**src/fmcd_pkg.sv**
```systemverilog
package fmcd_pkg;

	// divider word format
	localparam int FRAC_BITS = 12;
	localparam int WORD_W    = 24;
	localparam int SHIFT_W   = FRAC_BITS + 1;
	localparam int QUOT_W    = 2 * SHIFT_W;
	localparam int CNT_W     = $clog2(QUOT_W);
	localparam logic [QUOT_W-1:0] SAT_LIMIT =
		QUOT_W'((2 ** (2 * FRAC_BITS + 1)) - (2 ** FRAC_BITS));

	// configuration register widths
	localparam int CENTER_W   = 28;
	localparam int SPREAD_W   = 24;
	localparam int PLL_W      = 30;
	localparam int SLEW_W     = 24;
	localparam int OFFSET_W   = 24;
	localparam int CFG_DATA_W = 30;
	localparam int CFG_IDX_W  = 3;

	localparam logic [CENTER_W-1:0] CENTER_RESET = CENTER_W'(100000000);
	localparam logic [SPREAD_W-1:0] SPREAD_RESET = '0;
	localparam logic [PLL_W-1:0]    PLL_RESET    = PLL_W'(500000000);
	localparam logic [SLEW_W-1:0]   SLEW_RESET   = SLEW_W'(3000000);
	localparam logic [OFFSET_W-1:0] OFFSET_RESET = OFFSET_W'(50000);

	// datapath widths, set by the ramp products
	localparam int ELAPSED_W = 25;
	localparam int K_W       = 24;
	localparam int MA_W      = 31;
	localparam int MB_W      = 25;
	localparam int MP_W      = MA_W + MB_W;
	localparam int NUM_W     = 54;
	localparam int T_W       = 54;
	localparam int DEN_W     = T_W - 1;

	localparam int QUEUE_DEPTH = 2;
	localparam int PTR_W       = $clog2(QUEUE_DEPTH);
	localparam int CNTQ_W      = $clog2(QUEUE_DEPTH + 1);

	typedef enum logic [1:0] {
		PH_OFF  = 2'd0,
		PH_UP   = 2'd1,
		PH_ON   = 2'd2,
		PH_DOWN = 2'd3
	} phase_t;

	typedef enum logic [CFG_IDX_W-1:0] {
		REG_CENTER = 3'd0,
		REG_SPREAD = 3'd1,
		REG_PLL    = 3'd2,
		REG_SLEW   = 3'd3,
		REG_OFFSET = 3'd4
	} cfg_idx_t;

	typedef struct packed {
		logic [CENTER_W-1:0] center_freq_hz;
		logic [SPREAD_W-1:0] spread_hz;
		logic [PLL_W-1:0]    pll_freq_hz;
		logic [SLEW_W-1:0]   slew_time_us;
		logic [OFFSET_W-1:0] soft_offset_hz;
	} cfg_t;

	typedef enum logic [1:0] {
		K_HOLD,
		K_RAMP,
		K_SAMPLE
	} kind_t;

	typedef enum logic [1:0] {
		CMD_HOLD,
		CMD_DIV,
		CMD_ZERO,
		CMD_ONE
	} cmd_t;

	typedef enum logic [2:0] {
		F_IDLE,
		F_MUL0,
		F_MUL1,
		F_MUL2,
		F_PUSH
	} front_state_t;

	typedef enum logic [1:0] {
		B_IDLE,
		B_DIV,
		B_WAIT
	} back_state_t;

	typedef struct packed {
		cmd_t             cmd;
		logic [NUM_W-1:0] num;
		logic [DEN_W-1:0] den;
		phase_t           phase;
		logic             enable;
	} entry_t;

endpackage

```
**src/fmcd_queue.sv**
```systemverilog
module fmcd_queue import fmcd_pkg::*; (
	input  logic   clk,
	input  logic   arst_n,
	input  logic   push,
	input  entry_t push_data,
	output logic   full,
	input  logic   pop,
	output entry_t pop_data,
	output logic   empty
);

	entry_t            mem_q [QUEUE_DEPTH];
	logic [PTR_W-1:0]  wr_ptr_q, rd_ptr_q;
	logic [CNTQ_W-1:0] count_q;

	assign full     = (count_q == CNTQ_W'(QUEUE_DEPTH));
	assign empty    = (count_q == '0);
	assign pop_data = mem_q[rd_ptr_q];

	always_ff @(posedge clk or negedge arst_n) begin
		if (!arst_n) begin
			wr_ptr_q <= '0;
			rd_ptr_q <= '0;
			count_q  <= '0;
		end else begin
			if (push) begin
				wr_ptr_q <= wr_ptr_q + PTR_W'(1);
			end
			if (pop) begin
				rd_ptr_q <= rd_ptr_q + PTR_W'(1);
			end
			if (push && !pop) begin
				count_q <= count_q + CNTQ_W'(1);
			end else if (pop && !push) begin
				count_q <= count_q - CNTQ_W'(1);
			end
		end
	end

	always_ff @(posedge clk) begin
		if (push) begin
			mem_q[wr_ptr_q] <= push_data;
		end
	end

endmodule

```
**config.mk**
```make
export PLATFORM = sky130hd
export DESIGN_NAME = fmcd_queue
export DESIGN_NICKNAME = d
export VERILOG_FILES = /design/src/fmcd_pkg.sv /design/src/fmcd_queue.sv
export SDC_FILE = /design/constraint.sdc
export NUM_CORES = 1
export LEC_CHECK = 0
export BUFFER_PORTS_ARGS = -buffer_cell sky130_fd_sc_hd__buf_2
export CAP_MARGIN = 20
export CORE_MARGIN = 5
export CORE_UTILIZATION = 30
export CTS_BUF_LIST = sky130_fd_sc_hd__clkbuf_8
export DETAILED_ROUTE_END_ITERATION = 12
export PLACE_DENSITY = 0.51
export REMOVE_ABC_BUFFERS = 1
export SYNTH_ARGS = -nofsm -noshare
export SYNTH_HDL_FRONTEND = slang
export SYNTH_SLANG_ARGS = --single-unit
```
**constraint.sdc**
```tcl
create_clock -name clk -period 10.5 [get_ports clk]
set_input_delay 2.1 -clock clk [delete_from_list [all_inputs] [get_ports clk]]
set_output_delay 2.1 -clock clk [all_outputs]
set_load 0.03 [all_outputs]
```
# --- Yosys cells after proc, flatten, opt, wreduce, memory -nomap -nowiden ---
# Memories as Yosys holds them, arrays and structs flattened.
# Cells that the tools add are included.
word_totals:
  reg_bits: 4
  mem_count: 1
  output_inout_bits: 114
  word_cells: 19
  ram_bits: 224
  latch_bits: 0
  mem_bits_ro: 0
mem_list:
  columns: ["memory", "words", "width", "rd", "rd_clocked_by_memory_dff", "write_ports", "line_no", "rtl"]
  rows:
  - ["mem_q", 2, 112, 1, 0, 1, "fmcd_queue.sv:12", "entry_t mem_q [QUEUE_DEPTH];"]
classes:
  shifts: 0
  eq_ne: 1
  n_mux: 4
  n_addsub: 4
  magnitude_cmp: 0
  n_reduce_logical: 6
  div_mod_pow: 0
  bitwise: 0
  mul: 0
ops:
  columns: ["operator", "count"]
  rows:
  - ["$mux 2", 2]
  - ["$add 1x1->1 const B", 2]
  - ["$add 2x1->2 const B", 1]
  - ["$eq 2x2->1 const B", 1]
  - ["$logic_and 1x1->1", 2]
  - ["$logic_not 1->1", 2]
  - ["$logic_not 2->1", 1]
  - ["$mux 1", 2]
  - ["$reduce_bool 2->1", 1]
  - ["$sub 2x1->2 const B", 1]

# --- Logic depth before layout (Yosys ltp) ---
logic_depth:
  depth_word: 4
  depth_mapped: 5

# --- Worst setup path after synthesis ---
# No wires, ideal clock.
synth_timing:
  path_type: "input to register"
  startpoint: "input port push"
  endpoint: "memory mem_q[0][0] (netlist name) (enable)"
  setup_time_ns: 0.597
  path_buffers: 0
  t_arrival_ns: 6.965
  path_slack_ns: 2.938
  required_ns: 9.903
  cell_stages: 1
  cell_sequence: "nor2b_1"
synth_between:
  elab_chain_cells: 2
synth_rtl:
  columns: ["element", "line_no", "rtl"]
  rows:
  - ["from (decl)", "fmcd_queue.sv:4", "input logic push,"]
  - ["$mux 1", "fmcd_queue.sv:41", "if (push) begin"]
  - ["$mux 1 (not written as such)", "fmcd_queue.sv:42", "mem_q[wr_ptr_q] <= push_data;"]
  - ["to (decl)", "fmcd_queue.sv:12", null]
# Every way passes these cells.

==> results.yml <==
power:
  peakVddDrop_v: 0.0002160
  internal_power_w: 0.002023
  p_per_area_nw_per_um2: 290.1
  comb_power_share_pct: 35.3
  switching_share_pct: 35.54
  p_leak_nw: 4.271
  pwr-share-clk_pct: 23.0
  p_sw_w: 0.001116
  seq_power_share_pct: 41.7
routing:
  first_iter_violations: 148
  post_drt_wl_per_cell_um: 17.02
  vias: 4296
  drc: 0
  avgViaCountPerCell: 4.147
  drt-pass1-iter-count: 4
  ant_nets: 0
  routed_wl_mm: 17.63
min_path:
  whs_endpoint: "count_q[1]$_DFFE_PN0P_"
  holdPathStages: 1
  hold_start: "count_q[1]$_DFFE_PN0P_"
  worst_hold_path_type: "reg2reg"
critical_path:
  reg2reg_depth: 3
  crit_chain: "buf_4, mux2_2, buf_2"
  crit_fanout: 60
  r2r_end: "mem_q[0][12]$_DFFE_PP_"
  worstPathRequired_ps: 8400
  cp-end-kind: "output port"
  rrSetupSlack_ps: 8100
  start_kind: "register"
  cp_slowest_cell: "dfrtp_4"
  crit_type: "reg2out"
  r2r-start: "wr_ptr_q$_DFFE_PN0P_"
  crit_arrival_ps: 3110
  slowest_delay_ps: 1090
placement:
  dp_hpwl_mm: 11.39
  finalWeightedCongestion: 0.7221
  port_buffers: 229
  post_dp_cell_area_um2: 10100
floorplan:
  die_h_um: 178.9
  start_util_pct: 30.57
  io_pins: 230
  core-area_um2: 28010
  dieWidth_um: 178.9
  dieArea_um2: 32020
  rows: 61
timing:
  hold_viol: 0
  slew_headroom_pct: 29.42
  rsz0062_at_grt: "no"
  fin_crit_sh_pct: 49.67
  fin_skew_ps: 9.171
  worst_pin_slew_ps: 1059
  finalCriticalPeriod_ps: 5215
  max_freq_mhz: 191.8
  slew_violations: 0
  final.setup.tns_ps: 0
  setup_viol: 0
clocking:
  cts.path.max_buffers: 3
  cts.clk_slew.worst_paths_ps: 50
  clk_latency_ps: 510
  hold_buffers: 0
  cts_tree: "built"
  cts_max_level: 2
  post_cts_buffers: 0
  cts_buffers: 41
  cts_sinks: 228
  cts_root_buffer: "clkbuf_8"
  postCtsResizedCells: 0
layout:
  area_growth_pct: 26.38
  drive_gt1_share_pct: 60.12
  final_nets: 745
  final_area_um2: 10820
synth:
  yosys_warnings: 0
  ys_types: 14
  yosys.area.top_type: "edfxtp_1"
  syn_inst: 365
  ys_seq_elements: 228
  syn_avg_cell_area_um2: 23.46
  ys_seq_area_share_pct: 79.73
  netlist_area_um2: 8562
  synthTopCellsByArea: "edfxtp_1 79%, mux2_4 12%, mux2_2 5.5%"
  yosys.area.top_type_share_pct: 78.56
status:
  status: "complete, no violations"
grt:
  track_usage_pct: 10.54
  antenna_found_initial: 3
  grt_pass1_vias: 4864
  grt_max_degree: 61
  grt_pass1_wl_mm: 26.11
  grt_overflow: 0
job:
  maxCapViolations: 0
registers in the layout, indices dropped and copies added (netlist names):
signal / cells
rd_ptr_q: 1
mem_q: 224
count_q: 2
wr_ptr_q: 1
logic make-up after synthesis:
logic type / share of synthesized area, %
mux: 17.80
flops: 79.73
fa+ha+maj: 0.1461
buf+inv: 1.505
simple gates: 0.3069
xor+xnor: 0.5114
synth_stat cells (all sizes together):
cell type,instances
xor2,4
edfxtp,224
xnor2,1
dfrtp,4
nor2b,2
and2,1
buf,13
ha,1
mux2,112
nor2,2
inv,1
cells in the final DEF, fill, tap and decap left out, drive strengths merged:
cell type and n:
and2 1, buf 233, bufinv 1, clkbuf 41, clkinv 15, clkinvlp 2
dfrtp 4, diode 1, edfxtp 224, ha 1, inv 14, mux2 112
nor2 2, nor2b 2, xnor2 1, xor2 4
worst max-delay path, delay by kind of cell (launching register included):
family	cells	cell delay, ps
muxes	1	420
buffers and inverters	2	1060
DFF	1	1090
metal layers:
| layer | vias to the layer above | global-route usage, % | routed length, µm |
|---|---|---|---|
| li1 | 1985 | - | - |
| met1 | 2086 | 12.05 | 6768 |
| met2 | 176 | 17.96 | 8739 |
| met3 | 45 | 4.091 | 1659 |
| met4 | 4 | 3.806 | 433 |
| met5 | - | 0 | 25 |
metrics by stage:
stage | worst slack (ps) | hold slack [ps] | power (W) | std cells | utilization, %
detailed placement | 5701 | 488.4 | 0.002467 | 963 | 36.06
global placement | 5732 | 473.8 | 0.002452 | 963 | 36.06
CTS | 5119 | 496.4 | 0.003210 | 1035 | 38.62
floorplan | 2938 | 455.5 | 0.002210 | 352 | -
finish | 5285 | 490.6 | 0.003139 | 1036 | 38.63
global route | 5064 | 530.9 | 0.003303 | 1036 | 38.63
worst max-delay path by stage:
| stage | endpoint | from | slack [ps] |
|---|---|---|---|
| after global routing | pop_data[100] | rd_ptr_q$_DFFE_PN0P_ | 5060 |
| after global placement | pop_data[11] | rd_ptr_q$_DFFE_PN0P_ | 5730 |
| after detailed placement | pop_data[87] | rd_ptr_q$_DFFE_PN0P_ | 5700 |
| after floorplan | mem_q[0][0]$_DFFE_PP_ | push | 2940 |
| after CTS | pop_data[87] | rd_ptr_q$_DFFE_PN0P_ | 5120 |
| final | pop_data[87] | rd_ptr_q$_DFFE_PN0P_ | 5290 |
area by class of cell:
cell class	count	area, µm²
diodes	1	2.502
well taps	378	473.0
repair buffers	233	1176
inverters	1	3.754
fillers	2631	17190
flip-flops and latches	228	6830
multi-input cells	123	1617
clock inverters	31	153.9
clock buffers	41	564.3
power groups by stage:
stage	Clock (W)	Combinational (W)	Sequential, W
after floorplan	0	0.000849	0.00136
after global placement	0	0.00113	0.00133
final	0.000721	0.00111	0.00131
after detailed placement	0	0.00113	0.00134
after global routing	0.000799	0.00117	0.00133
after CTS	0.000757	0.00114	0.00132
Power figures use the tool's default switching activity.
