===== config.mk =====
export PLATFORM = sky130hd
export DESIGN_NAME = fmcd_back_flat
export DESIGN_NICKNAME = d
export VERILOG_FILES = /design/src/fmcd_pkg.sv /design/src/fmcd_if.sv /design/src/fmcd_back.sv /design/src/flat_wrapper.sv
export SDC_FILE = /design/constraint.sdc
export NUM_CORES = 1
export LEC_CHECK = 0
export ABC_AREA = 0
export BUFFER_PORTS_ARGS = -buffer_cell sky130_fd_sc_hd__buf_2
export CAP_MARGIN = 20
export CORE_ASPECT_RATIO = 1.2
export CORE_UTILIZATION = 25
export DETAILED_ROUTE_END_ITERATION = 8
export GPL_TIMING_DRIVEN = 0
export PLACE_DENSITY = 0.53
export SETUP_SLACK_MARGIN = 0.5
export SLEW_MARGIN = 20
export SYNTH_ARGS = -nofsm -noshare
export SYNTH_HDL_FRONTEND = slang
export SYNTH_SLANG_ARGS = --single-unit

===== constraint.sdc =====
create_clock -name clk -period 3.7 [get_ports clk]
set_input_delay 0.185 -clock clk [delete_from_list [all_inputs] [get_ports clk]]
set_output_delay 0.185 -clock clk [all_outputs]
set_load 0.02 [all_outputs]

===== src/fmcd_pkg.sv =====
package fmcd_pkg;

	// divider word format
	localparam int FRAC_BITS = 12;
	localparam int WORD_W    = 24;
	localparam int SHIFT_W   = FRAC_BITS + 1;
	localparam int QUOT_W    = 2 * SHIFT_W;
	localparam int CNT_W     = $clog2(QUOT_W);
	localparam logic [QUOT_W-1:0] SAT_LIMIT =
		QUOT_W'((2 ** (2 * FRAC_BITS + 1)) - (2 ** FRAC_BITS));

	// configuration register widths
	localparam int CENTER_W   = 28;
	localparam int SPREAD_W   = 24;
	localparam int PLL_W      = 30;
	localparam int SLEW_W     = 24;
	localparam int OFFSET_W   = 24;
	localparam int CFG_DATA_W = 30;
	localparam int CFG_IDX_W  = 3;

	localparam logic [CENTER_W-1:0] CENTER_RESET = CENTER_W'(100000000);
	localparam logic [SPREAD_W-1:0] SPREAD_RESET = '0;
	localparam logic [PLL_W-1:0]    PLL_RESET    = PLL_W'(500000000);
	localparam logic [SLEW_W-1:0]   SLEW_RESET   = SLEW_W'(3000000);
	localparam logic [OFFSET_W-1:0] OFFSET_RESET = OFFSET_W'(50000);

	// datapath widths, set by the ramp products
	localparam int ELAPSED_W = 25;
	localparam int K_W       = 24;
	localparam int MA_W      = 31;
	localparam int MB_W      = 25;
	localparam int MP_W      = MA_W + MB_W;
	localparam int NUM_W     = 54;
	localparam int T_W       = 54;
	localparam int DEN_W     = T_W - 1;

	localparam int QUEUE_DEPTH = 2;
	localparam int PTR_W       = $clog2(QUEUE_DEPTH);
	localparam int CNTQ_W      = $clog2(QUEUE_DEPTH + 1);

	typedef enum logic [1:0] {
		PH_OFF  = 2'd0,
		PH_UP   = 2'd1,
		PH_ON   = 2'd2,
		PH_DOWN = 2'd3
	} phase_t;

	typedef enum logic [CFG_IDX_W-1:0] {
		REG_CENTER = 3'd0,
		REG_SPREAD = 3'd1,
		REG_PLL    = 3'd2,
		REG_SLEW   = 3'd3,
		REG_OFFSET = 3'd4
	} cfg_idx_t;

	typedef struct packed {
		logic [CENTER_W-1:0] center_freq_hz;
		logic [SPREAD_W-1:0] spread_hz;
		logic [PLL_W-1:0]    pll_freq_hz;
		logic [SLEW_W-1:0]   slew_time_us;
		logic [OFFSET_W-1:0] soft_offset_hz;
	} cfg_t;

	typedef enum logic [1:0] {
		K_HOLD,
		K_RAMP,
		K_SAMPLE
	} kind_t;

	typedef enum logic [1:0] {
		CMD_HOLD,
		CMD_DIV,
		CMD_ZERO,
		CMD_ONE
	} cmd_t;

	typedef enum logic [2:0] {
		F_IDLE,
		F_MUL0,
		F_MUL1,
		F_MUL2,
		F_PUSH
	} front_state_t;

	typedef enum logic [1:0] {
		B_IDLE,
		B_DIV,
		B_WAIT
	} back_state_t;

	typedef struct packed {
		cmd_t             cmd;
		logic [NUM_W-1:0] num;
		logic [DEN_W-1:0] den;
		phase_t           phase;
		logic             enable;
	} entry_t;

endpackage


===== src/fmcd_if.sv =====


interface fmcd_result_if import fmcd_pkg::*; ();
	logic              valid;
	logic              ready;
	logic [WORD_W-1:0] divisor_word;
	logic              clock_enable;
	logic [1:0]        phase;

	modport source (
		output valid, divisor_word, clock_enable, phase,
		input  ready
	);
	modport sink (
		input  valid, divisor_word, clock_enable, phase,
		output ready
	);
endinterface


===== src/fmcd_back.sv =====
module fmcd_back import fmcd_pkg::*; (
	input  logic          clk,
	input  logic          arst_n,
	output logic          pop,
	input  entry_t        pop_data,
	input  logic          empty,
	fmcd_result_if.source results
);

	back_state_t bstate_q, bstate_next;
	logic [WORD_W-1:0] word_q, start_word, final_word, divisor_q;
	phase_t            ph_q, out_phase_q;
	logic              en_q, out_en_q, out_valid_q;
	logic [DEN_W-1:0]  r_q, den_q, r_next;
	logic [QUOT_W-1:0] nl_q, q_q, q_next;
	logic [CNT_W-1:0]  cnt_q;
	logic [DEN_W:0]    r_shift;
	logic [QUOT_W:0]   q_round;
	logic              ovf, go_div, div_last, load_out, ge;

	assign ovf      = (pop_data.num >> SHIFT_W) >= NUM_W'(pop_data.den);
	assign div_last = (bstate_q == B_DIV) && (cnt_q == CNT_W'(QUOT_W - 1));

	// one restoring step per cycle
	assign r_shift = {r_q, nl_q[QUOT_W-1]};
	assign ge      = r_shift >= {1'b0, den_q};
	assign r_next  = ge ? DEN_W'(r_shift - {1'b0, den_q}) : DEN_W'(r_shift);
	assign q_next  = {q_q[QUOT_W-2:0], ge};
	assign q_round = (QUOT_W + 1)'(q_next) + (QUOT_W + 1)'(1);
	assign final_word = (q_next >= SAT_LIMIT) ? '0 : WORD_W'(q_round >> 1);

	always_comb begin
		case (pop_data.cmd)
			CMD_HOLD: start_word = divisor_q;
			CMD_ONE:  start_word = WORD_W'(1);
			default:  start_word = '0;
		endcase
	end

	always_comb begin
		bstate_next = bstate_q;
		case (bstate_q)
			B_IDLE: begin
				if (!empty) begin
					bstate_next = (pop_data.cmd == CMD_DIV && !ovf) ? B_DIV : B_WAIT;
				end
			end
			B_DIV: begin
				if (div_last) begin
					bstate_next = B_WAIT;
				end
			end
			B_WAIT: begin
				if (!out_valid_q || results.ready) begin
					bstate_next = B_IDLE;
				end
			end
			default: bstate_next = B_IDLE;
		endcase
	end

	always_comb begin
		pop                  = (bstate_q == B_IDLE) && !empty;
		go_div               = pop && (pop_data.cmd == CMD_DIV) && !ovf;
		load_out             = (bstate_q == B_WAIT) && (!out_valid_q || results.ready);
		results.valid        = out_valid_q;
		results.divisor_word = divisor_q;
		results.clock_enable = out_en_q;
		results.phase        = out_phase_q;
	end

	always_ff @(posedge clk or negedge arst_n) begin
		if (!arst_n) begin
			bstate_q    <= B_IDLE;
			out_valid_q <= 1'b0;
			divisor_q   <= '0;
			out_phase_q <= PH_OFF;
			out_en_q    <= 1'b0;
		end else begin
			bstate_q <= bstate_next;
			if (load_out) begin
				out_valid_q <= 1'b1;
				divisor_q   <= word_q;
				out_phase_q <= ph_q;
				out_en_q    <= en_q;
			end else if (results.ready) begin
				out_valid_q <= 1'b0;
			end
		end
	end

	always_ff @(posedge clk) begin
		if (pop) begin
			ph_q   <= pop_data.phase;
			en_q   <= pop_data.enable;
			word_q <= start_word;
		end
		if (go_div) begin
			r_q   <= DEN_W'(pop_data.num >> SHIFT_W);
			den_q <= pop_data.den;
			nl_q  <= {pop_data.num[SHIFT_W-1:0], SHIFT_W'(0)};
			q_q   <= '0;
			cnt_q <= '0;
		end
		if (bstate_q == B_DIV) begin
			r_q   <= r_next;
			nl_q  <= nl_q << 1;
			q_q   <= q_next;
			cnt_q <= cnt_q + CNT_W'(1);
			if (div_last) begin
				word_q <= final_word;
			end
		end
	end

endmodule


===== src/flat_wrapper.sv =====
// flat-port wrapper written by rule: the top's interface ports become plain ports
module fmcd_back_flat import fmcd_pkg::*;
  (clk, arst_n, pop, pop_data, empty, results_valid, results_divisor_word, results_clock_enable, results_phase, results_ready);
  fmcd_result_if results_i ();
  input  logic clk;
  input  logic arst_n;
  output logic pop;
  input  entry_t pop_data;
  input  logic empty;
  output wire logic [$bits(results_i.valid)-1:0] results_valid;
  output wire logic [$bits(results_i.divisor_word)-1:0] results_divisor_word;
  output wire logic [$bits(results_i.clock_enable)-1:0] results_clock_enable;
  output wire logic [$bits(results_i.phase)-1:0] results_phase;
  input wire logic [$bits(results_i.ready)-1:0] results_ready;
  assign results_valid = results_i.valid;
  assign results_divisor_word = results_i.divisor_word;
  assign results_clock_enable = results_i.clock_enable;
  assign results_phase = results_i.phase;
  assign results_i.ready = results_ready;
  fmcd_back u_core (.clk(clk), .arst_n(arst_n), .pop(pop), .pop_data(pop_data), .empty(empty), .results(results_i));
endmodule

# Yosys cells after proc, flatten, opt, wreduce, memory -nomap -nowiden
# Index checks and enable logic that the tools add are counted.
# op_classes
eq_ne,8
n_mux,21
add_sub_neg,3
n_lt_le_gt_ge,3
n_reduce_logical,15
# ops
cell,n
two-way mux 53 bit,3
two-way mux 24 bit,4
>= comparator 54 x 53 -> 1 bit,1
>= comparator 41 x 53 -> 1 bit,1
subtractor 53 bit,1
two-way mux 26 bit,2
two-way mux 25 bit,2
case mux 24 bit (2 select lines),1
">= comparator 26 x 25 -> 1 bit, second input constant",1
"adder 25 x 1 -> 25 bit, second input constant",1
two-way mux 5 bit,2
two-way mux 2 bit,4
logical AND 1 bit,6
case mux 2 bit (3 select lines),1
"adder 5 x 1 -> 5 bit, second input constant",1
"equality test 5 bit, second input constant",1
"equality test 2 x 1 -> 1 bit, second input constant",2
"equality test 2 bit, second input constant",2
zero test 2 bit,2
"!= test 2 x 1 -> 1 bit, second input constant",2
nonzero test 2 bit,2
zero test 1 bit,3
AND reduction 3 bit,1
two-way mux 1 bit,2
2 further kinds,2
# totals
word_cells,64
inputBits,116
ff_bits,206

# Depth between registers and ports, before layout
# Gate-level depths: netlist of the first run.
# depth
depth_word,6
ltp_mapped,18

# Worst setup path after synthesis of the first run
# Ideal clock, no wire load.
# synth_path
path_type,in2reg
from,input port pop_data[43] (netlist name)
to,"register u_core.cnt_q[0], enable pin"
path_stages,12
setup_ps,457
slack_ps,-588
arrival_time_ps,3831
path_cell_list,inv_1 ha_1 and4_1 nand3_1 nor4_1 a211o_1 a21oi_1 o31a_1 o211ai_1 a211oi_1 nand2_1 nand2_1
# synth_via
elab_chain_len,4
# synth_lines
item,line_no,text
start: declaration,flat_wrapper.sv:8,input entry_t pop_data;
>= comparator 41 x 53 -> 1 bit,fmcd_back.sv:21,assign ovf = (pop_data.num >> SHIFT_W) >= NUM_W'(pop_data.den);
zero test 1 bit,fmcd_back.sv:64,go_div = pop && (pop_data.cmd == CMD_DIV) && !ovf;
logical AND 1 bit,fmcd_back.sv:64,
nonzero test 2 bit (no source line),--,
end signal: assignment,fmcd_back.sv:109,cnt_q <= cnt_q + CNT_W'(1);
end: declaration,fmcd_back.sv:16,logic [CNT_W-1:0] cnt_q;
# No other way between the ends.
# A chain may end at the register's enable or synchronous reset.

# Final worst setup path of the first run
# layout_path
from,register u_core.r_q[16]
to,register u_core.word_q[0]
# layout_via
elab_chain_len,5
# layout_lines
item,line_no,text
start: declaration,fmcd_back.sv:14,"logic [DEN_W-1:0] r_q, den_q, r_next;"
start signal: assignment,fmcd_back.sv:99,r_q <= DEN_W'(pop_data.num >> SHIFT_W);
start signal: assignment,fmcd_back.sv:106,r_q <= r_next;
>= comparator 54 x 53 -> 1 bit *,fmcd_back.sv:26,"assign ge = r_shift >= {1'b0, den_q};"
adder 25 x 1 -> 25 bit or >= comparator 26 x 25 -> 1 bit (tied branches),"fmcd_back.sv:29, fmcd_back.sv:30",
two-way mux 24 bit *,fmcd_back.sv:30,assign final_word = (q_next >= SAT_LIMIT) ? '0 : WORD_W'(q_round >> 1);
two-way mux 24 bit *,fmcd_back.sv:110,if (div_last) begin
two-way mux 24 bit *,fmcd_back.sv:105,if (bstate_q == B_DIV) begin
end signal: assignment,fmcd_back.sv:96,word_q <= start_word;
end signal: assignment,fmcd_back.sv:111,word_q <= final_word;
end: declaration,fmcd_back.sv:11,"logic [WORD_W-1:0] word_q, start_word, final_word, divisor_q;"
# Mark *: on every way between the ends. The rest lies on a longest branch, timed or not.

==> results_dict.tcl, run 1 <==
set metrics [dict create \
    ys_types 77 \
    cp_slowest_cell "edfxtp_1" \
    drt_pass1_iterations 5 \
    multi_input_area_mm2 0.00726 \
    ys_top_cells_by_area "edfxtp_1 35%, ha_1 9.7%, dfrtp_1 5.7%" \
    rows 91 \
    cp.arrival_ns 4.11 \
    antenna_found_initial 1 \
    cts_made_buffers 26 \
    synth_mux_area_share_pct 4.77 \
    whs_ns 0.0258 \
    status "complete, no violations" \
    hp-start "pop_data[99]" \
    power_mw 12.6 \
    r2r-end "u_core.word_q[0]" \
    cap_violations 0 \
    viasPerCell 4.69 \
    layout.nets 1887 \
    synthAdderAreaFrac_pct 9.82 \
    timing.rr.start "u_core.r_q[16]" \
    async_reset_ff_share_pct 14.6 \
    gp_congestion 0.864 \
    ant_nets 0 \
    min_period_ns 3.68 \
    wl_per_cell_um 17.1 \
    crit_fanout 10 \
    die_x_um 211 \
    synth-edff-count 152 \
    yosys.area.top_type "edfxtp_1" \
    synth_top_family_by_area "compound AO/OA/AOI/OAI gates" \
    portBuffers 144 \
    path_common_cell "buf_6" \
    max_slew_margin_pct 26.1 \
    tns_ns 0 \
    track_usage_pct 14.9 \
    hold_viol 0 \
    core_area_mm2 0.0516 \
    grt_use_met2_pct 27.4 \
    register_area_mm2 0.00580 \
    min_path_type "input pin to register" \
    grt_max_degree 49 \
    mostFrequentLayoutCells "152 x edfxtp_1, 150 x buf_2, 131 x nand2_1" \
    synth-compound-area-share_pct 15.6 \
    r2r_cells 19 \
    cts_htree_levels 1 \
    synth_top_area_share_pct 34.9 \
    syn_area_per_cell_um2 9.78 \
    die_h_um 253 \
    maxSlewViolCount 0 \
    clock_sinks 206 \
    start_util_pct 25.4 \
    whs_path_depth 3 \
    reg2reg_slack_ns 0.02 \
    synth-seq-area-share_pct 44.3 \
    p_leak_nw 7.78 \
    cts-root-buf "clkbuf_16" \
    fp.dieArea_mm2 0.0532 \
    first_global_vias 11372 \
    grt_pass1_wl_um 62600 \
    setup_violations 0 \
    drive_above_1_share_pct 23.0 \
    yosysWarnings 0 \
    power.density_mw_per_mm2 700 \
    start_kind "register" \
    overflow 0 \
    vias 11181 \
    clock_path_buffers 3 \
    cts.reportedPaths.clkPinSlew_ns 0.06 \
    layout.cells.most_common "edfxtp_1" \
    synthSimpleGateAreaFrac_pct 15.1 \
    synth_xor_area_share_pct 4.89 \
    syn_area_mm2 0.0131 \
    use_met3_pct 1.79 \
    grt_use_met1_pct 18.1 \
    fillers 5242 \
    synthCells 1337 \
    dp_hpwl_um 29300 \
    path_cells "ha_1, clkbuf_2, a21oi_2, o21ai_0, a221oi_2, nor3_2, o21ai_2, a31oi_2, a211o_4, buf_12, buf_4, buf_6, buf_6, buf_6, buf_12, inv_16, ha_4, nand2_2, o21ai_2" \
    ys.flop_type "edfxtp_1" \
    cp_top_family "compound AO/OA/AOI/OAI gates" \
    min_to "u_core.r_q[30]" \
    dp_slack_ns -0.714 \
    grt_busiest_layer "met2" \
    synthToLayoutAreaGrowth_pct 37.6 \
    clock.fmax_ghz 0.272 \
    rsz0062_at_grt "yes" \
    worstSetupPathType "register to register" \
    cts_tree "done" \
    timing.final.ws_setup_ns 0.0215 \
    vdd_drop_max_v 0.000465 \
    crit_buf_inv 8 \
    critPathRequiredTime_ns 4.13 \
    worstMarginPinSlew_ns 1.11 \
    insertion_delay_ns 0.57 \
    ios 145 \
    max_stage_delay_ns 0.45 \
    synth_nets 1555 \
    drtIter0Drc 509 \
    diodes 0 \
    finalWirelength_um 40800 \
    synth-seq-cells 206 \
    end_kind "register" \
    drc 0 \
    min_period_over_period_pct 99.4 \
    skew_ns 0.0214 \
]
synthesized netlist by cell type (6+ instances only):
master,number
edfxtp_1,152
nand2_1,138
inv_1,116
a21oi_1,105
ha_1,101
nor2_1,61
o21ai_0,46
nand3_1,43
o21ai_1,42
xnor2_1,41
a21o_1,40
clkbuf_1,40
and3_1,38
mux2i_1,32
xor2_1,32
and2_1,31
dfrtp_1,30
mux2_2,27
dfxtp_1,24
nand4_1,23
o22ai_1,21
nor2b_1,11
nand2b_1,9
o211ai_1,9
a31oi_1,8
buf_2,8
nor3_1,8
nor4_1,7
a21boi_0,6
power breakdown:
part | internal, mW | total, mW | leakage (nW) | switching [mW]
Sequential | 3.27 | 3.68 | 2.03 | 0.408
Clock | 1.59 | 2.64 | 0.426 | 1.05
Combinational | 2.75 | 6.29 | 5.32 | 3.54
Total | 7.61 | 12.6 | 7.78 | 4.99
stage by stage:
stage               util, %  cells  area (um^2)
floorplan                 -   1337        13100
global placement       28.6   2178        14700
detailed placement     28.6   2180        14800
CTS                    33.7   2362        17400
global route           34.9   2386        18000
finish                 34.9   2386        18000
cell type report:
cell class | instances | area share (%)
Buffer | 56 | 1.93
Clock buffer | 31 | 3.77
Clock inverter | 17 | 1.15
Inverter | 117 | 2.54
Multi-Input combinational cell | 961 | 40.3
Sequential cell | 206 | 32.2
Tap cell | 697 | 4.85
Timing Repair Buffer | 301 | 13.2
worst register-to-register path, stage by stage (launching register included):
cell	delay (ns)
edfxtp_1	0.45
ha_1	0.30
clkbuf_2	0.17
a21oi_2	0.17
o21ai_0	0.14
a221oi_2	0.36
nor3_2	0.11
o21ai_2	0.19
a31oi_2	0.12
a211o_4	0.36
buf_12	0.14
buf_4	0.12
buf_6	0.10
buf_6	0.11
buf_6	0.12
buf_12	0.13
inv_16	0.11
ha_4	0.22
nand2_2	0.07
o21ai_2	0.05
repair_timing:
item                                    CTS  global route
resized for setup                        77            88
endpoints found under the setup margin  225           211
setup buffers                            22            19
cloned                                    3             5
pin swaps                                25            32
endpoints found under the hold margin   139             0
hold buffers                            109             0
layer usage:
| layer | vias up | share of wire [%] |
|---|---|---|
| met1 | 5386 | 43 |
| met4 | 0 | 2.3 |
| met5 | - | 0 |
| met3 | 58 | 3.8 |
| met2 | 244 | 51 |
| li1 | 5493 | - |
sequential cells by signal, summed over array words and instances, names as in the netlist:
signal,flops
u_core.en_q,1
u_core.results.phase,2
u_core.results.divisor_word,24
u_core.nl_q,13
u_core.results.valid,1
u_core.den_q,53
u_core.ph_q,2
u_core.results.clock_enable,1
u_core.bstate_q,2
u_core.cnt_q,5
u_core.r_q,53
u_core.q_q,25
u_core.word_q,24
how the worst max path moves through the flow:
stage,start,to,slack [ns],cells past startpoint
2_1_floorplan,u_core.nl_q[25],u_core.word_q[19],0.29,18
3_3_place_gp,pop_data[49],u_core.nl_q[24],-0.98,11
3_5_place_dp,pop_data[49],u_core.r_q[15],-0.71,11
4_1_cts,u_core.nl_q[25],u_core.word_q[19],0.01,18
5_1_grt,u_core.nl_q[25],u_core.word_q[17],-0.13,18
6_report,u_core.r_q[16],u_core.word_q[0],0.02,19
cell families (layout without fill, tap and decap cells):
family                   after synthesis  in the layout
AO/OA/AOI/OAI                        329            329
AND/OR/NAND/NOR                      395            398
adder cells (fa/ha/maj)              102            102
multiplexers                          59             59
XOR/XNOR                              73             73
buffers and inverters                173            522
flip-flops                           206            206
(Power assumes the default switching activity.)
==> run 2: changes to the inputs <==
--- a/config.mk
+++ b/config.mk
@@ -8,11 +8,13 @@
 export ABC_AREA = 0
 export BUFFER_PORTS_ARGS = -buffer_cell sky130_fd_sc_hd__buf_2
 export CAP_MARGIN = 20
+export CELL_PAD_IN_SITES_DETAIL_PLACEMENT = 1
+export CELL_PAD_IN_SITES_GLOBAL_PLACEMENT = 1
 export CORE_ASPECT_RATIO = 1.2
 export CORE_UTILIZATION = 25
 export DETAILED_ROUTE_END_ITERATION = 8
 export GPL_TIMING_DRIVEN = 0
-export PLACE_DENSITY = 0.53
+export PLACE_DENSITY = 0.62
 export SETUP_SLACK_MARGIN = 0.5
 export SLEW_MARGIN = 20
 export SYNTH_ARGS = -nofsm -noshare
==> results_dict.tcl, run 2 (synthesis gave the netlist of run 1 again) <==
set metrics [dict create \
    largest_registers "u_core.den_q x53, u_core.r_q x53, u_core.q_q x25" \
    dp.cells 2178 \
    whs_ns 0.0135 \
    drt-met1-wl_um 18500 \
    vdd_drop_max_v 0.000456 \
    drt_pass1_iterations 4 \
    critPathRequiredTime_ns 4.14 \
    clock.fmax_ghz 0.280 \
    antenna_found_initial 5 \
    max_slew_margin_pct 22.6 \
    insertion_delay_ns 0.58 \
    top_layer "met5" \
    dp_hpwl_um 31400 \
    timing.final.ws_setup_ns 0.123 \
    setup_violations 0 \
    cap_violations 0 \
    hold_viol 0 \
    final_cells 2418 \
    drive_above_1_share_pct 27.1 \
    grt_max_degree 49 \
    p_leak_nw 8.04 \
    layout.nets 1917 \
    viasPerCell 4.74 \
    worstSetupPathType "register to register" \
    clock_sinks 206 \
    clock_path_buffers 3 \
    gp_congestion 0.812 \
    cts_htree_levels 1 \
    rsz0062_at_grt "yes" \
    maxSlewViolCount 0 \
    finish.utilization_pct 36.1 \
    min_path_type "input pin to register" \
    rows 91 \
    die_h_um 253 \
    path_common_cell "buf_12" \
    vias 11466 \
    layout.cells.most_common "edfxtp_1" \
    status "complete, no violations" \
    endpoint "u_core.word_q[15]" \
    dr_wl_met3_um 1610 \
    end_kind "register" \
    timing.rr.start "u_core.nl_q[25]" \
    grt_pass1_wl_um 69200 \
    r2r_cells 19 \
    skew_ns 0.0482 \
    met2_length_um 24400 \
    cp_slowest_cell "a2111oi_4" \
    max_stage_delay_ns 0.38 \
    mostFrequentLayoutCells "152 x edfxtp_1, 148 x buf_2, 129 x nand2_1" \
    overflow 0 \
    track_usage_pct 16.6 \
    drc 0 \
    fillers 5849 \
    finalWirelength_um 45800 \
    cts-root-buf "clkbuf_16" \
    portBuffers 144 \
    fp.dieArea_mm2 0.0532 \
    cts.reportedPaths.clkPinSlew_ns 0.06 \
    start_kind "register" \
    wl_per_cell_um 18.9 \
    drtIter0Drc 515 \
    cts_made_buffers 26 \
    worstMarginPinSlew_ns 1.15 \
    start_util_pct 25.4 \
    r2r-end "u_core.word_q[15]" \
    die_x_um 211 \
    startpoint "u_core.nl_q[25]" \
    crit_fanout 4 \
    min_period_ns 3.58 \
    cp.arrival_ns 4.01 \
    core_area_mm2 0.0516 \
    synthToLayoutAreaGrowth_pct 42.6 \
    min_period_over_period_pct 96.7 \
    ios 145 \
    dp_slack_ns -0.925 \
    ant_nets 0 \
    path_cells "inv_1, ha_2, fa_2, nor2b_4, o2111ai_4, a2111oi_4, o31a_1, o21ai_2, a31oi_2, a211o_4, buf_12, buf_12, ha_4, nand2_4, nor3_4, buf_4, buf_6, xnor2_4, o22ai_1" \
    cts_tree "done" \
    reg2reg_slack_ns 0.12 \
    first_global_vias 12417 \
    power.density_mw_per_mm2 715 \
]
[run 2: cell count changes in the layout (fill, tap and decap cells not counted), moves of 5 or more]
cell and change:
ha_1 -10, clkbuf_2 +5, o21ai_2 +5, clkinv_1 -6, ha_4 +6, buf_4 +18
buf_6 +8, buf_12 +6
[run 2: worst max-delay path, delay by kind of cell, from the launching register on]
family                   cells  cell delay [ns]
buffers and inverters        5             0.53
adder cells (fa/ha/maj)      3             0.69
XOR/XNOR                     1             0.11
flip-flops                   1             0.35
AO/OA/AOI/OAI                7             1.32
AND/OR/NAND/NOR              3             0.44
[run 2: worst min-delay path by stage]
stage / from / to / slack, ns / depth (start not counted)
6_report: pop_data[99] / u_core.r_q[30] / 0.01 / 3
5_1_grt: pop_data[108] / u_core.r_q[39] / 0.02 / 3
4_1_cts: pop_data[99] / u_core.r_q[30] / 0.005 / 3
3_5_place_dp: arst_n / u_core.results.divisor_word[7] / 0.32 / 1
3_3_place_gp: arst_n / u_core.results.divisor_word[4] / 0.31 / 1
2_1_floorplan: arst_n / u_core.bstate_q[0] / -0.11 / 0
[run 2: power breakdown]
part / switching (mW) / internal [mW] / total, mW / leakage (nW)
Sequential: 0.427 / 3.27 / 3.70 / 2.03
Combinational: 3.86 / 3.16 / 7.03 / 5.57
Clock: 1.07 / 1.53 / 2.60 / 0.438
Total: 5.36 / 7.97 / 13.3 / 8.04
[run 2: repair_timing]
item | CTS | global route
hold endpoints to repair | 137 | 0
buffers inserted | 34 | 36
endpoints found under the setup margin | 228 | 202
cloned | 7 | 4
resized for setup | 127 | 126
pin swaps | 49 | 43
hold buffers | 108 | 0
[run 2: layer usage]
metal | GRT usage [%] | vias up
met5 | 0 | -
met4 | 5.30 | 6
met3 | 1.95 | 73
met2 | 31.7 | 190
met1 | 19.0 | 5646
li1 | - | 5551
[run 2: area by class of cell]
type | instances | area (um^2) | area share, %
multi-input cells | 963 | 7550 | 40.5
repair buffers | 328 | 2670 | 14.3
clock inverters | 7 | 66.3 | 0.356
well taps | 697 | 872 | 4.68
inverters | 117 | 468 | 2.51
clock buffers | 41 | 821 | 4.40
repair inverters | 1 | 16.3 | 0.0873
diodes | 2 | 5.00 | 0.0268
flip-flops and latches | 206 | 5800 | 31.1
plain buffers | 56 | 370 | 1.99
[run 2: metrics by stage]
stage	power, mW	setup TNS [ns]	area (um^2)
finish	13.3	0	18600
global route	14.1	-0.0334	18600
CTS	12.5	0	17700
detailed placement	8.75	-121.52	14700
global placement	8.62	-160.08	14700
floorplan	7.16	0	13100
